`config.mk`:
```
export PLATFORM = sky130hd
export DESIGN_NAME = utf8_byte_stream_decoder
export DESIGN_NICKNAME = d
export VERILOG_FILES = /design/src/hdl/u8d_pkg.sv /design/src/hdl/u8d_decode.sv /design/src/hdl/u8d_out_reg.sv /design/src/hdl/utf8_byte_stream_decoder.sv
export SDC_FILE = /design/constraint.sdc
export NUM_CORES = 1
export LEC_CHECK = 0
export ABC_CLOCK_PERIOD_IN_PS = 7350
export CORE_ASPECT_RATIO = 0.9
export CORE_MARGIN = 3
export CORE_UTILIZATION = 50
export DETAILED_ROUTE_END_ITERATION = 6
export DONT_BUFFER_PORTS = 1
export PLACE_DENSITY = 0.66
export SLEW_MARGIN = 20
export SYNTH_ARGS = -nofsm -noshare
export SYNTH_HDL_FRONTEND = slang
export SYNTH_SLANG_ARGS = --single-unit
```
`constraint.sdc`:
```
create_clock -name clk -period 7.35 [get_ports clk]
set_input_delay 0.735 -clock clk [delete_from_list [all_inputs] [get_ports clk]]
set_output_delay 0.735 -clock clk [all_outputs]
set_load 0.05 [all_outputs]
```
`src/hdl/u8d_pkg.sv`:
```
// shared types and constants for the utf-8 byte stream decoder
`timescale 1ns / 1ps

package u8d_pkg;

  localparam int unsigned BYTE_W   = 8;
  localparam int unsigned CP_W     = 21;
  localparam int unsigned PEND_W   = 2;
  localparam int unsigned OUT_DATA_W = 24;
  localparam int unsigned OUT_USER_W = 2;

  localparam logic [BYTE_W-1:0] LEAD1_LIMIT = 8'h80;
  localparam logic [BYTE_W-1:0] LEAD2_MAX   = 8'hdf;
  localparam logic [BYTE_W-1:0] LEAD3_MAX   = 8'hef;
  localparam logic [BYTE_W-1:0] LEAD4_MAX   = 8'hf7;
  localparam logic [BYTE_W-1:0] MASK1       = 8'h7f;
  localparam logic [BYTE_W-1:0] MASK2       = 8'h1f;
  localparam logic [BYTE_W-1:0] MASK3       = 8'h0f;
  localparam logic [BYTE_W-1:0] MASK4       = 8'h07;
  localparam logic [BYTE_W-1:0] MASK_CONT   = 8'h3f;

  // decoder state carried between bytes
  typedef struct packed {
    logic [CP_W-1:0]   partial_value;
    logic [PEND_W-1:0] bytes_pending;
    logic              error_seen;
  } u8d_state_t;

  // one result request
  typedef struct packed {
    logic [CP_W-1:0] code_point;
    logic            point_valid;
    logic            string_done;
    logic            string_ok;
  } u8d_res_t;

endpackage

```
`src/hdl/u8d_decode.sv`:
```
// decode state registers and the per-byte decode step
`timescale 1ns / 1ps

module u8d_decode (
  input  logic                       clk,
  input  logic                       rst_n,
  input  logic                       step_en,
  input  logic [u8d_pkg::BYTE_W-1:0] byte_in,
  input  logic                       last_in,
  output logic                       res_present,
  output u8d_pkg::u8d_res_t          res
);

  u8d_pkg::u8d_state_t st_r, st_nxt;

  logic [u8d_pkg::CP_W-1:0]   shifted;
  logic [u8d_pkg::PEND_W-1:0] pend_dec;
  logic                       have_point;
  logic [u8d_pkg::CP_W-1:0]   point;

  assign shifted  = {st_r.partial_value[u8d_pkg::CP_W-7:0],
                     byte_in[5:0] & u8d_pkg::MASK_CONT[5:0]};
  assign pend_dec = st_r.bytes_pending - u8d_pkg::PEND_W'(1);

  always_comb begin
    st_nxt     = st_r;
    have_point = 1'b0;
    point      = '0;
    if (!st_r.error_seen) begin
      if (st_r.bytes_pending == '0) begin
        priority if (byte_in < u8d_pkg::LEAD1_LIMIT) begin
          point      = u8d_pkg::CP_W'(byte_in & u8d_pkg::MASK1);
          have_point = 1'b1;
        end else if (byte_in <= u8d_pkg::LEAD2_MAX) begin
          st_nxt.partial_value = u8d_pkg::CP_W'(byte_in & u8d_pkg::MASK2);
          st_nxt.bytes_pending = u8d_pkg::PEND_W'(1);
        end else if (byte_in <= u8d_pkg::LEAD3_MAX) begin
          st_nxt.partial_value = u8d_pkg::CP_W'(byte_in & u8d_pkg::MASK3);
          st_nxt.bytes_pending = u8d_pkg::PEND_W'(2);
        end else if (byte_in <= u8d_pkg::LEAD4_MAX) begin
          st_nxt.partial_value = u8d_pkg::CP_W'(byte_in & u8d_pkg::MASK4);
          st_nxt.bytes_pending = u8d_pkg::PEND_W'(3);
        end else begin
          st_nxt.error_seen = 1'b1;
        end
      end else begin
        st_nxt.bytes_pending = pend_dec;
        if (pend_dec == '0) begin
          point                = shifted;
          have_point           = 1'b1;
          st_nxt.partial_value = '0;
        end else begin
          st_nxt.partial_value = shifted;
        end
      end
      // string ends in the middle of a sequence
      if (last_in && (st_nxt.bytes_pending != '0)) begin
        st_nxt.error_seen = 1'b1;
      end
    end
    res.code_point  = point;
    res.point_valid = have_point;
    res.string_done = last_in;
    res.string_ok   = last_in && !st_nxt.error_seen;
    res_present     = have_point || last_in;
    if (last_in) begin
      st_nxt = '0;
    end
  end

  always_ff @(posedge clk) begin
    if (!rst_n) begin
      st_r <= '0;
    end else if (step_en) begin
      st_r <= st_nxt;
    end
  end

endmodule

```
`src/hdl/u8d_out_reg.sv`:
```
// result register feeding the output stream
`timescale 1ns / 1ps

module u8d_out_reg (
  input  logic              clk,
  input  logic              rst_n,
  input  logic              load,
  input  u8d_pkg::u8d_res_t res_in,
  output logic              can_load,
  output logic              out_valid,
  input  logic              out_ready,
  output u8d_pkg::u8d_res_t res_out
);

  logic              vld_r, vld_nxt;
  u8d_pkg::u8d_res_t res_r;

  assign can_load  = !vld_r || out_ready;
  assign out_valid = vld_r;
  assign res_out   = res_r;

  always_comb begin
    vld_nxt = vld_r;
    if (out_ready) begin
      vld_nxt = 1'b0;
    end
    if (load) begin
      vld_nxt = 1'b1;
    end
  end

  always_ff @(posedge clk) begin
    if (!rst_n) begin
      vld_r <= 1'b0;
    end else begin
      vld_r <= vld_nxt;
    end
  end

  always_ff @(posedge clk) begin
    if (load) begin
      res_r <= res_in;
    end
  end

endmodule

```
`src/hdl/utf8_byte_stream_decoder.sv`:
```
// top level: input register, decode step and result register
// path: an accepted byte waits in the input register, and its result in the result register that drives the output
// throughput: one byte per cycle while the result register can take a result; a byte that completes no code point and
// does not end its string leaves no result and takes no output slot
// reset: synchronous active-low rst_n clears both valid flags and the
// decode state (partial value, pending count, error flag)
`timescale 1ns / 1ps

module utf8_byte_stream_decoder (
  input  logic                           clk,
  input  logic                           rst_n,
  input  logic                           in_tvalid,
  output logic                           in_tready,
  input  logic [u8d_pkg::BYTE_W-1:0]     in_tdata,   // [7:0] in_byte
  input  logic                           in_tlast,   // last_in_string
  output logic                           out_tvalid,
  input  logic                           out_tready,
  output logic [u8d_pkg::OUT_DATA_W-1:0] out_tdata,  // [20:0] code_point, [23:21] zero
  output logic [u8d_pkg::OUT_USER_W-1:0] out_tuser,  // [0] point_valid, [1] string_ok
  output logic                           out_tlast   // string_done
);

  logic                       in_vld_r, in_vld_nxt;
  logic [u8d_pkg::BYTE_W-1:0] in_byte_r;
  logic                       in_last_r;

  logic              res_present;
  u8d_pkg::u8d_res_t res_dec;
  u8d_pkg::u8d_res_t res_q;
  logic              can_load;
  logic              advance;
  logic              in_acc;

  // a byte without a result moves on regardless of the output side
  assign advance   = in_vld_r && (can_load || !res_present);
  assign in_tready = !in_vld_r || advance;
  assign in_acc    = in_tvalid && in_tready;

  always_comb begin
    in_vld_nxt = in_vld_r;
    if (advance) begin
      in_vld_nxt = 1'b0;
    end
    if (in_acc) begin
      in_vld_nxt = 1'b1;
    end
  end

  always_ff @(posedge clk) begin
    if (!rst_n) begin
      in_vld_r <= 1'b0;
    end else begin
      in_vld_r <= in_vld_nxt;
    end
  end

  always_ff @(posedge clk) begin
    if (in_acc) begin
      in_byte_r <= in_tdata;
      in_last_r <= in_tlast;
    end
  end

  u8d_decode u_decode (
    .clk         (clk),
    .rst_n       (rst_n),
    .step_en     (advance),
    .byte_in     (in_byte_r),
    .last_in     (in_last_r),
    .res_present (res_present),
    .res         (res_dec)
  );

  u8d_out_reg u_out (
    .clk       (clk),
    .rst_n     (rst_n),
    .load      (advance && res_present),
    .res_in    (res_dec),
    .can_load  (can_load),
    .out_valid (out_tvalid),
    .out_ready (out_tready),
    .res_out   (res_q)
  );

  assign out_tdata = {{(u8d_pkg::OUT_DATA_W - u8d_pkg::CP_W){1'b0}}, res_q.code_point};
  assign out_tuser = {res_q.string_ok, res_q.point_valid};
  assign out_tlast = res_q.string_done;

endmodule

```
Yosys cells after proc, flatten, opt, wreduce, memory -nomap -nowiden
Index checks and enable logic that the tools add are counted.
{ "classes": {"add_sub_neg": 1, "n_lt_le_gt_ge": 4, "n_reduce_logical": 20, "n_mux": 25, "eq_ne": 3} }
{ "op_table": {"columns": ["cell", "count"], "rows": [
  ["17-bit two-way mux", 5],
  ["18-bit two-way mux", 3],
  ["21-bit two-way mux", 2],
  ["8-bit <= comparator (second input constant)", 3],
  ["15-bit two-way mux", 1],
  ["1-bit two-way mux", 13],
  ["8-bit < comparator (second input constant)", 1],
  ["7-bit two-way mux", 1],
  ["2-bit nonzero test", 3],
  ["1-bit logical AND", 5],
  ["5-bit inequality test (second input constant)", 1],
  ["1-bit logical NOT", 4],
  ["2-bit logical NOT", 2],
  ["1-bit logical OR", 4],
  ["4-bit AND reduction", 1],
  ["3-bit inequality test (second input constant)", 1],
  ["2-bit inequality test (second input constant)", 1],
  ["2-bit AND reduction", 1],
  ["2-bit by 1-bit subtractor with 2-bit output (second input constant)", 1]
]} }
{ "totals": {"inputBits": 13, "regBits": 53, "out_inout_bits": 29} }

Depth between registers and ports, before layout
{ "depth": {"word_depth": 13, "mapped_depth": 6} }

Modules after synthesis
From an unflattened synthesis, not the netlist that was laid out.
{ "hier_totals": {"cells_unflattened": 179, "hier_area_um2": 2224.6} }
{ "by_module_without_submodules": {"columns": ["module", "cells_per_inst", "n_inst", "area_each_um2"], "rows": [
  ["u8d_decode", 130, 1, 1076.0],
  ["u8d_out_reg", 28, 1, 769.5],
  ["utf8_byte_stream_decoder", 21, 1, 379.1]
]} }

Worst setup path before layout
OpenSTA, ideal clock, no wires.
{ "synth_path": {"path_kind": "register to register", "start": "register u_decode.st_r[2] (netlist name)", "end": "register u_out.res_r (netlist bit u_out.res_out[0]) (enable)", "path_slack_ns": 4.929, "path_stages_with_launch": 6, "arrival_ns": 2.016, "setup_ns": 0.405, "cell_sequence": "dfxtp_1 > or2_1 > buf_6 > nor2_2 > o21ai_0 > nor2_1"} }
{ "synth_rtl": {"columns": ["item", "line_no", "source"], "rows": [
  ["from (decl)", "u8d_decode.sv:14", "u8d_pkg::u8d_state_t st_r, st_nxt;"],
  ["from (signal assigned)", "u8d_decode.sv:75", "st_r <= st_nxt;"],
  ["to (signal assigned)", "u8d_out_reg.sv:42", "res_r <= res_in;"],
  ["to (decl)", "u8d_out_reg.sv:16", "u8d_pkg::u8d_res_t res_r;"]
]} }

Worst setup path after layout
{ "layout_path": {"start": "register u_out.vld_r (netlist: u_out.out_valid)", "end": "output in_tready"} }
{ "layout_between": {"elab_chain_len": 5} }
{ "layout_rtl": {"columns": ["item", "line_no", "source"], "rows": [
  ["from (decl)", "u8d_out_reg.sv:15", "logic vld_r, vld_nxt;"],
  ["from (signal assigned)", "u8d_out_reg.sv:36", "vld_r <= vld_nxt;"],
  ["1-bit logical NOT", "u8d_out_reg.sv:18", "assign can_load = !vld_r || out_ready;"],
  ["1-bit logical OR", "u8d_out_reg.sv:18", null],
  ["1-bit logical OR", "utf8_byte_stream_decoder.sv:35", "assign advance = in_vld_r && (can_load || !res_present);"],
  ["1-bit logical AND", "utf8_byte_stream_decoder.sv:35", null],
  ["1-bit logical OR", "utf8_byte_stream_decoder.sv:36", "assign in_tready = !in_vld_r || advance;"],
  ["to (decl)", "utf8_byte_stream_decoder.sv:13", "output logic in_tready,"]
]} }
Every way passes these cells.

==> impl_metrics.py <==
metrics = {
    "hold_path": {
        "hp-class": "flip-flop to flip-flop",
        "whs_path_depth": 2,
    },
    "worst_setup_path": {
        "critPathMaxFanout": 4,
        "worstSetupStartpointType": "flip-flop",
        "crit_buf_inv": 1,
        "crit_type": "flip-flop to output pin",
        "cp_slowest_cell": "dfxtp_1",
        "cp.depth": 3,
        "rr_worst_depth": 4,
        "worstPathArrival_ns": 1.69,
        "path_delay_family": "flip-flops",
        "slowest_delay_ns": 0.67,
        "crit_chain": "nor2b_1 > o211ai_1 > buf_4",
        "end_kind": "output pin",
        "crit_required_ns": 6.61,
    },
    "global_routing": {
        "grt_pass1_wl_um": 5890,
        "grt_pass1_vias": 1215,
        "grt.total_usage_pct": 15.7,
        "grt-ovfl-total": 0,
        "grt_max_degree": 25,
        "antenna_found_initial": 0,
    },
    "routing": {
        "dr_wl_met2_um": 1660,
        "wl_met1_um": 1660,
        "viasPerCell": 5.23,
        "highest_layer": "met4",
        "drc": 0,
        "routed_wl_um": 3590,
        "met3_length_um": 196,
        "drt_iter0_drc": 90,
        "postRouteAntennaNets": 0,
        "firstDrtPassIters": 4,
        "vias": 1271,
        "avgRoutedWirePerCell_um": 14.8,
    },
    "clock_network": {
        "cts_tree": "built",
        "htreeDepth": 2,
        "numCtsBuffers": 5,
        "path_clk_slew_ns": 0.09,
        "numClockSinks": 53,
        "cts_buffer_depth": 2,
        "clockRootBuffer": "clkbuf_8",
        "hold_buffers": 0,
        "post_cts_resize_count": 0,
        "clock_latency_ns": 0.31,
        "cts_setup_buffers": 0,
    },
    "final_layout": {
        "fill_cells": 354,
        "fin_nets": 195,
        "diodes": 0,
        "syn2layout_area_growth_pct": 8.04,
        "layout.cells.non_filler": 243,
        "drive_above_1_share_pct": 7.65,
    },
    "die": {
        "std_cell_rows": 22,
        "ios": 42,
        "start_util_pct": 52.8,
        "fp.dieH_um": 68.8,
        "die-area_sq_mm": 0.00522,
        "core-area_sq_mm": 0.00416,
        "die_width_um": 75.8,
    },
    "outcome": {
        "status": "completed",
    },
    "placement": {
        "portBuffers": 0,
        "place_ws_ns": 4.77,
        "dp.cells": 233,
        "dp_hpwl_um": 2480,
        "gp_congestion": 0.972,
    },
    "sta": {
        "max_freq_mhz": 413,
        "tightest_slew_ns": 0.692,
        "layout_worst_path_cycle_share_pct": 33.0,
        "rsz0062_at_grt": "false",
        "relSlewSlack_pct": 53.9,
        "worst_slack_ns": 4.93,
        "period_minus_slack_ns": 2.42,
        "skew_ns": 0.00523,
        "setup_tns_ns": 0,
        "finalHoldViolations": 0,
        "finalMaxSlewViolations": 0,
        "setup_viol": 0,
    },
    "synthesis": {
        "synth.most_common_cell": "edfxtp_1",
        "ys_ff_latch": 53,
        "synth_top_area_share_pct": 45.2,
        "yosysWarnings": 0,
        "synthTopCellsByCount": "edfxtp_1, nand2_1, and2_1, dfxtp_1, mux2i_1",
        "seq_area_frac_synth_pct": 63.4,
        "synth_edf_count": 33,
        "syn_avg_cell_area_sq_um": 12.2,
        "ys.flop_type": "edfxtp_1",
        "synth_cells": 180,
        "ys_types": 38,
        "synth_area_leaders": "edfxtp_1, dfxtp_1, mux2i_1",
        "syn_area_sq_mm": 0.00219,
        "async_flop_share_pct": 0,
        "yosys.area.top_type": "edfxtp_1",
    },
    "power": {
        "power_mw": 0.613,
        "power_density_mw_per_mm2": 259,
        "power.leakage_nw": 0.794,
        "irDropWorstVdd_uv": 259,
    },
    "job": {
        "drv_cap": 0,
    },
}
## final timing paths
check / start / end / slack [ns]
worst max-delay path: u_out.out_valid / in_tready / 4.93
worst min register to register: u_decode.shifted[17] / u_decode.shifted[17] / 0.46
worst max register to register: u_decode.st_r[0] / u_out.res_out[4] / 5.15
worst min-delay path: u_decode.shifted[17] / u_decode.shifted[17] / 0.46
## cells by family (layout without fill, tap and decap cells)
family	Yosys count	in the layout	share of synthesized area, %
AO/OA/AOI/OAI	21	21	7.81
AND/OR/NAND/NOR	74	74	17.7
flip-flops	53	53	63.4
buffers and inverters	16	17	4.05
other	1	3	0.171
multiplexers	15	15	6.85
## cell type report
cell class | instances | area (sq um) | area share, %
Tap cell | 60 | 75.1 | 3.17
Multi-Input combinational cell | 113 | 728 | 30.7
Clock inverter | 3 | 68.8 | 2.90
Timing Repair Buffer | 2 | 11.3 | 0.475
Inverter | 7 | 26.3 | 1.11
Sequential cell | 53 | 1390 | 58.7
Clock buffer | 5 | 68.8 | 2.90
## flip-flops by register name, indices dropped and copies added, names as in the netlist
register,count
u_out.out_valid,1
in_vld_r,1
in_byte_r,8
u_decode.shifted,15
u_out.res_out,24
u_decode.st_r,3
in_last_r,1
## cells in the final DEF (no fill, tap or decap), types with 3 or more instances in the layout
cell type  synthesis  layout
a21oi_1            3       3
clkbuf_8           0       5
inv_1              7       7
edfxtp_1          33      33
nor2_1             5       4
nand3_1            4       4
and2_1            21      21
o21ai_0            5       5
conb_1             1       3
nand2_1           28      28
dfxtp_1           20      20
o211ai_1           3       3
mux2i_1           15      15
## worst min-delay path: stages (launching register included)
cell     delay [ns]
dfxtp_1        0.31
nand2_1        0.05
mux2i_1        0.05
## where the power goes
group	internal (mW)	switching, mW	total, mW
clock network	0.137	0.0951	0.232
registers	0.327	0.0261	0.353
logic	0.00883	0.0192	0.0281
## stage by stage
stage / utilization, % / area (sq um) / hold slack, ns
after detailed placement: 53.3 / 2220 / 0.443
after floorplan: - / 2200 / 0.430
after CTS: 56.6 / 2350 / 0.463
after global placement: 53.3 / 2220 / 0.439
final: 57.0 / 2370 / 0.457
after global routing: 57.0 / 2370 / 0.473
## routing by layer
metal	GRT usage, %	up-vias
li1	-	624
met1	19.6	586
met2	23.7	54
met3	6.52	7
met4	7.21	0
met5	0	-
(Power assumes the default switching activity.)
